### config.mk
export PLATFORM = sky130hd
export DESIGN_NAME = mf3_median
export DESIGN_NICKNAME = d
export VERILOG_FILES = /design/src/mf3_pkg.sv /design/src/mf3_median.sv
export SDC_FILE = /design/constraint.sdc
export NUM_CORES = 1
export LEC_CHECK = 0
export ABC_AREA = 1
export BUFFER_PORTS_ARGS = -buffer_cell sky130_fd_sc_hd__buf_2
export CORE_UTILIZATION = 60
export DETAILED_ROUTE_END_ITERATION = 7
export PLACE_DENSITY = 0.83
export SYNTH_ARGS = -nofsm -noshare
export SYNTH_HDL_FRONTEND = slang
export SYNTH_SLANG_ARGS = --single-unit
### constraint.sdc
create_clock -name clock -period 16.7 [get_ports clock]
set_input_delay 2.505 -clock clock [delete_from_list [all_inputs] [get_ports clock]]
set_output_delay 2.505 -clock clock [all_outputs]
set_load 0.05 [all_outputs]
### src/mf3_pkg.sv
// ----------------------------------------------------------------------------
// mf3_pkg
// Shared types and constants for the streaming 3x3 median filter.
// ----------------------------------------------------------------------------
package mf3_pkg;

   localparam int PIXEL_BITS     = 8;
   localparam int SIZE_BITS      = 11;
   localparam int COORD_BITS     = 10;
   localparam int CSR_INDEX_BITS = 4;
   localparam int WIN_TAPS       = 9;
   localparam int TAP_BITS       = 4;

   // register indexes
   localparam logic [CSR_INDEX_BITS-1:0] CSR_FRAME_WIDTH  = 4'd0;
   localparam logic [CSR_INDEX_BITS-1:0] CSR_FRAME_HEIGHT = 4'd1;

   localparam logic [SIZE_BITS-1:0] RESET_WIDTH  = 11'd640;
   localparam logic [SIZE_BITS-1:0] RESET_HEIGHT = 11'd480;
   localparam logic [SIZE_BITS-1:0] MIN_SIZE     = 11'd3;
   localparam logic [SIZE_BITS-1:0] HEIGHT_CAP   = 11'd1024;
   localparam int                   SIZE_CAP     = 1024;

   // result queue
   localparam int FIFO_DEPTH      = 8;
   localparam int FIFO_PTR_BITS   = 3;
   localparam int FIFO_COUNT_BITS = 4;

   typedef logic [PIXEL_BITS-1:0] pixel_type;

   // taps 0..2 top row, 3..5 middle row, 6..8 bottom row, left to right
   typedef logic [WIN_TAPS-1:0][PIXEL_BITS-1:0] win_type;

   typedef struct packed {
      logic [PIXEL_BITS-1:0] pixel_in;
      logic                  frame_start;
   } req_type;

   typedef struct packed {
      logic [PIXEL_BITS-1:0] median_value;
      logic [COORD_BITS-1:0] centre_col;
      logic [COORD_BITS-1:0] centre_row;
      logic                  frame_last;
   } rsp_type;

   typedef struct packed {
      logic [COORD_BITS-1:0] centre_col;
      logic [COORD_BITS-1:0] centre_row;
      logic                  frame_last;
   } meta_type;

   typedef struct packed {
      logic sort_busy;
      logic pick_busy;
   } med_status_type;

endpackage

### src/mf3_median.sv
// ----------------------------------------------------------------------------
// mf3_median
// Two-stage pipelined 19 compare-swap median-of-nine network.
// ----------------------------------------------------------------------------
module mf3_median (
   input  logic                   clock,
   input  logic                   reset,
   input  logic                   in_valid,
   input  mf3_pkg::win_type       in_window,
   input  mf3_pkg::meta_type      in_meta,
   output logic                   out_valid,
   output mf3_pkg::pixel_type     out_median,
   output mf3_pkg::meta_type      out_meta,
   output mf3_pkg::med_status_type status
);

   function automatic mf3_pkg::win_type cmp_swap(
      input mf3_pkg::win_type             v,
      input logic [mf3_pkg::TAP_BITS-1:0] a,
      input logic [mf3_pkg::TAP_BITS-1:0] b
   );
      mf3_pkg::win_type r;
      r = v;
      if (v[a] > v[b]) begin
         r[a] = v[b];
         r[b] = v[a];
      end
      return r;
   endfunction

   // row sorts: three passes over each row of three
   function automatic mf3_pkg::win_type sort_rows(input mf3_pkg::win_type w);
      mf3_pkg::win_type v;
      v = w;
      v = cmp_swap(v, 4'd1, 4'd2); v = cmp_swap(v, 4'd4, 4'd5); v = cmp_swap(v, 4'd7, 4'd8);
      v = cmp_swap(v, 4'd0, 4'd1); v = cmp_swap(v, 4'd3, 4'd4); v = cmp_swap(v, 4'd6, 4'd7);
      v = cmp_swap(v, 4'd1, 4'd2); v = cmp_swap(v, 4'd4, 4'd5); v = cmp_swap(v, 4'd7, 4'd8);
      return v;
   endfunction

   // column merges and final pick of the middle tap
   function automatic mf3_pkg::pixel_type pick_median(input mf3_pkg::win_type w);
      mf3_pkg::win_type v;
      v = w;
      v = cmp_swap(v, 4'd0, 4'd3); v = cmp_swap(v, 4'd5, 4'd8); v = cmp_swap(v, 4'd4, 4'd7);
      v = cmp_swap(v, 4'd3, 4'd6); v = cmp_swap(v, 4'd1, 4'd4); v = cmp_swap(v, 4'd2, 4'd5);
      v = cmp_swap(v, 4'd4, 4'd7); v = cmp_swap(v, 4'd4, 4'd2); v = cmp_swap(v, 4'd6, 4'd4);
      v = cmp_swap(v, 4'd4, 4'd2);
      return v[4];
   endfunction

   logic               s1_valid_ff;
   mf3_pkg::win_type   s1_win_ff;
   mf3_pkg::meta_type  s1_meta_ff;
   logic               s2_valid_ff;
   mf3_pkg::pixel_type s2_median_ff;
   mf3_pkg::meta_type  s2_meta_ff;

   always_ff @(posedge clock) begin
      if (reset) begin
         s1_valid_ff <= 1'b0;
         s2_valid_ff <= 1'b0;
      end else begin
         s1_valid_ff <= in_valid;
         s2_valid_ff <= s1_valid_ff;
      end
   end

   always_ff @(posedge clock) begin
      s1_win_ff    <= sort_rows(in_window);
      s1_meta_ff   <= in_meta;
      s2_median_ff <= pick_median(s1_win_ff);
      s2_meta_ff   <= s1_meta_ff;
   end

   assign out_valid        = s2_valid_ff;
   assign out_median       = s2_median_ff;
   assign out_meta         = s2_meta_ff;
   assign status.sort_busy = s1_valid_ff;
   assign status.pick_busy = s2_valid_ff;

endmodule

# Word level (Yosys, flattened, before mapping)
# Cells that the tools add are included.
# classes
n_addsub	0
mul	0
n_div	0
order_cmp	19
n_eq_ne	0
n_shift	0
mux	21
bitwise_logic	0
n_reduce_logical	0
# ops
op	count
$gt A8 B8 Y1	19
$mux W16	9
$mux W8	12
# totals
regBits	124
latchBits	0
ram_bits	0
mem_bits_ro	0
inputBits	96
output_inout_bits	32
elab_cells	58
mem_count	0

# Depth between registers and ports, before layout
# depth
ltp_word	12
depth_mapped	69

# Worst setup path before layout
# OpenSTA, ideal clock, no wires.
# synth_path
kind	reg-to-reg
from	reg s1_win_ff[63] (netlist name)
to	reg s2_median_ff[5], in the netlist out_median[5]
setup_time_ns	0.114
t_arrival_ns	7.729
required_ns	16.586
slack_ns	8.858
stages_incl_launch_ff	53
n_path_buf	5
period_less_slack_ns	7.842
cell_sequence	dfxtp_1 -> inv_1 -> ha_1 -> a21o_1 -> nor2_1 -> nand2_1 -> nand2_2 -> clkbuf_1 -> o21ai_0 -> inv_1 -> ha_1 -> a21oi_1 -> nor2_1 -> a211oi_1 -> nand2_2 -> nand2_4 -> buf_6 -> nor2_1 -> [17 not listed] -> o21ai_1 -> ha_1 -> a21oi_1 -> nor2_1 -> a211oi_1 -> nand2_4 -> nand2_4 -> nand2_1 -> and2_1 -> ha_1 -> a21oi_1 -> nor2_1 -> a211oi_1 -> a32oi_1 -> inv_1 -> buf_1 -> or2_1 -> nand2_1
# synth_between
elab_chain_cells	12
word_cells_on_any_way	14
# synth_lines
element	line_no	text
start: declaration	mf3_median.sv:53	mf3_pkg::win_type s1_win_ff;
start signal: assignment	mf3_median.sv:70	s1_win_ff <= sort_rows(in_window);
$gt A8 B8 Y1	mf3_median.sv:24	if (v[a] > v[b]) begin
$mux W8	mf3_median.sv:24	
$gt A8 B8 Y1	mf3_median.sv:24	
$mux W8	mf3_median.sv:24	
$gt A8 B8 Y1	mf3_median.sv:24	
$mux W8 *	mf3_median.sv:24	
$gt A8 B8 Y1	mf3_median.sv:24	
$mux W8	mf3_median.sv:24	
$gt A8 B8 Y1	mf3_median.sv:24	
$mux W8	mf3_median.sv:24	
$gt A8 B8 Y1	mf3_median.sv:24	
$mux W8 *	mf3_median.sv:24	
end signal: assignment	mf3_median.sv:72	s2_median_ff <= pick_median(s1_win_ff);
end: declaration	mf3_median.sv:56	mf3_pkg::pixel_type s2_median_ff;
# Mark *: on every way between the ends. The rest lies on a longest branch, timed or not.
# A chain may end at the register's enable or synchronous reset.

# Worst setup path after layout
# layout_path
from	reg s1_win_ff[63] (netlist name)
to	reg s2_median_ff[3], in the netlist out_median[3]
# The elaborated chain is that of the path after synthesis.

==> results.py <==
metrics = {
    "job": {
        "cap_violations": 0,
    },
    "clock_network": {
        "post_cts_buffers": 0,
        "cts_made_buffers": 17,
        "clk_pin_slew_worst_paths_ps": 60,
        "cts_buffer_depth": 2,
        "ctsHoldBuffers": 0,
        "cts_tree": "built",
        "h-tree-depth": 4,
        "cts_sinks": 124,
        "worstSkewPairLatency_ps": 420,
        "root_buffer": "clkbuf_16",
        "post_cts_resized": 0,
    },
    "logic_synthesis": {
        "yosysWarnings": 0,
        "synth_seq_cells": 124,
        "syn_area_sq_um": 8570,
        "ys_seq_area_share_pct": 29.0,
        "synthCells": 1205,
        "syn-num-nets": 1451,
        "synth_area_leaders": "dfxtp_1 29%, ha_1 22%, nand2_1 13%",
        "synth.largest_area_cell": "dfxtp_1",
        "yosysTopAreaCellShare_pct": 29.0,
        "synth_cell_types": 35,
        "avgSynthCellArea_sq_um": 7.11,
    },
    "global_routing": {
        "grt_antenna_before_repair": 0,
        "grt_max_degree": 33,
        "grt_pass1_vias": 7154,
        "grt_usage_pct": 27.6,
        "grt_pass1_wl_microns": 32000,
        "grt_overflow": 0,
    },
    "critical_path": {
        "r2r_setup_slack_ps": 7830,
        "crit_type": "reg2reg",
        "crit_path_end_kind": "register",
        "arrival_ps": 9230,
        "cp_slowest_cell": "a211oi_1",
        "crit_fanout": 31,
        "max_stage_delay_ps": 390,
        "crit_top_cell": "nand2_1",
        "start_kind": "register",
        "required_ps": 17060,
        "crit_start": "s1_win_ff[63]",
        "crit-reg2reg-launch": "s1_win_ff[63]",
    },
    "timing": {
        "worst_pin_slew_ps": 1120,
        "min_period_ps": 8870,
        "finalHoldViolations": 0,
        "slew_headroom_pct": 25.0,
        "setup_viol": 0,
        "period_share_pct": 53.1,
        "rsz0062_at_grt": "no",
        "maxSlewViolCount": 0,
        "fin_skew_ps": 5.70,
        "max_freq_ghz": 0.113,
        "tns_ps": 0,
    },
    "floorplanning": {
        "rows": 43,
        "core_area_sq_um": 13900,
        "start_util_pct": 61.7,
        "fp.dieArea_sq_um": 14800,
        "ios": 128,
        "fp.dieH_microns": 121,
        "die_width_microns": 121,
    },
    "layout": {
        "final_cell_mix": "295 x nand2_1, 167 x o21ai_0, 150 x ha_1",
        "drive_above_1_share_pct": 14.2,
        "nets": 1567,
        "design_area_sq_um": 9910,
        "area_growth_pct": 15.7,
        "layout.cells.most_common": "nand2_1",
        "antennaDiodeCount": 0,
    },
    "routing": {
        "firstDrtPassIters": 5,
        "finalWirelength_microns": 19300,
        "drcViolationCount": 0,
        "ant_nets": 0,
        "vias_per_cell": 5.31,
        "drt-initial-drc-count": 494,
        "vias": 8040,
        "wl_per_cell_microns": 12.8,
    },
    "outcome": {
        "status": "complete, no violations",
    },
    "placement": {
        "place_area_sq_um": 9320,
        "dpl.hpwl_microns": 15600,
        "place_congestion": 0.902,
        "io_buffer_count": 127,
    },
    "hold_path": {
        "min_path_type": "reg2reg",
        "min-delay-start": "s1_meta_ff[12]",
    },
}
area by class of cell:
class                   instances  area [sq um]
flip-flops and latches        124          2480
multi-input cells             918          5460
repair buffers                132           673
clock inverters                14           163
inverters                     128           480
well taps                     180           225
fillers                      1130          3970
clock buffers                  18           429
cells by family (layout without fill, tap and decap cells):
kind of cell / count (synthesis) / in the layout / share of synthesized area, %
buf+inv: 163 / 292 / 7.33
simple gates: 439 / 439 / 21.0
compound gates: 329 / 329 / 20.8
flops: 124 / 124 / 29.0
fa+ha+maj: 150 / 150 / 21.9
worst paths after layout:
check | end | cells past startpoint
hold / removal | out_meta[12] | 0
setup reg to reg | out_median[3] | 52
setup / recovery | out_median[3] | 52
hold reg to reg | out_meta[12] | 0
cell usage after synthesis, drive strengths merged:
| master | number |
|---|---|
| o21a | 7 |
| a211oi | 7 |
| a32oi | 4 |
| buf | 6 |
| a21o | 1 |
| nor3 | 1 |
| nor2 | 84 |
| ha | 150 |
| o211ai | 10 |
| nand2 | 301 |
| dfxtp | 124 |
| nand3 | 31 |
| clkbuf | 29 |
| clkinv | 1 |
| a21oi | 112 |
| or2 | 7 |
| o221a | 1 |
| o31ai | 2 |
| o21ai | 185 |
| and2 | 9 |
| inv | 127 |
| nand4 | 6 |
registers in the layout (all words and copies together), names as in the netlist:
name,cells
out_meta,21
out_median,8
s1_meta_ff,21
s1_win_ff,72
out_valid,1
s1_valid_ff,1
metrics by stage:
stage,worst slack [ps],hold slack (ps),utilization [%],instances
CTS,7980,326,71.4,1514
global placement,8510,310,67.1,1482
finish,7830,323,71.4,1514
global route,6930,329,71.4,1514
floorplan,8860,310,-,1205
detailed placement,8160,312,67.1,1482
worst max-delay path: cells and delay by family (launching register included):
family	cells	cell delay (ps)
flip-flops	1	300
buffers and inverters	7	1220
AO/OA/AOI/OAI	12	2020
AND/OR/NAND/NOR	27	3520
adder cells (fa/ha/maj)	6	1740
per-layer routing:
layer	up-vias	routed length [microns]	share of wire (%)	global-route usage, %
met1	3487	8870	46	34.6
met5	-	0	0	0
met2	228	8930	46	45.9
li1	4286	-	-	-
met4	0	511	2.6	10.5
met3	39	1030	5.3	6.06
Power is not shown: default switching activity piles up to over one toggle a cycle in this logic, so the estimate is an artifact.
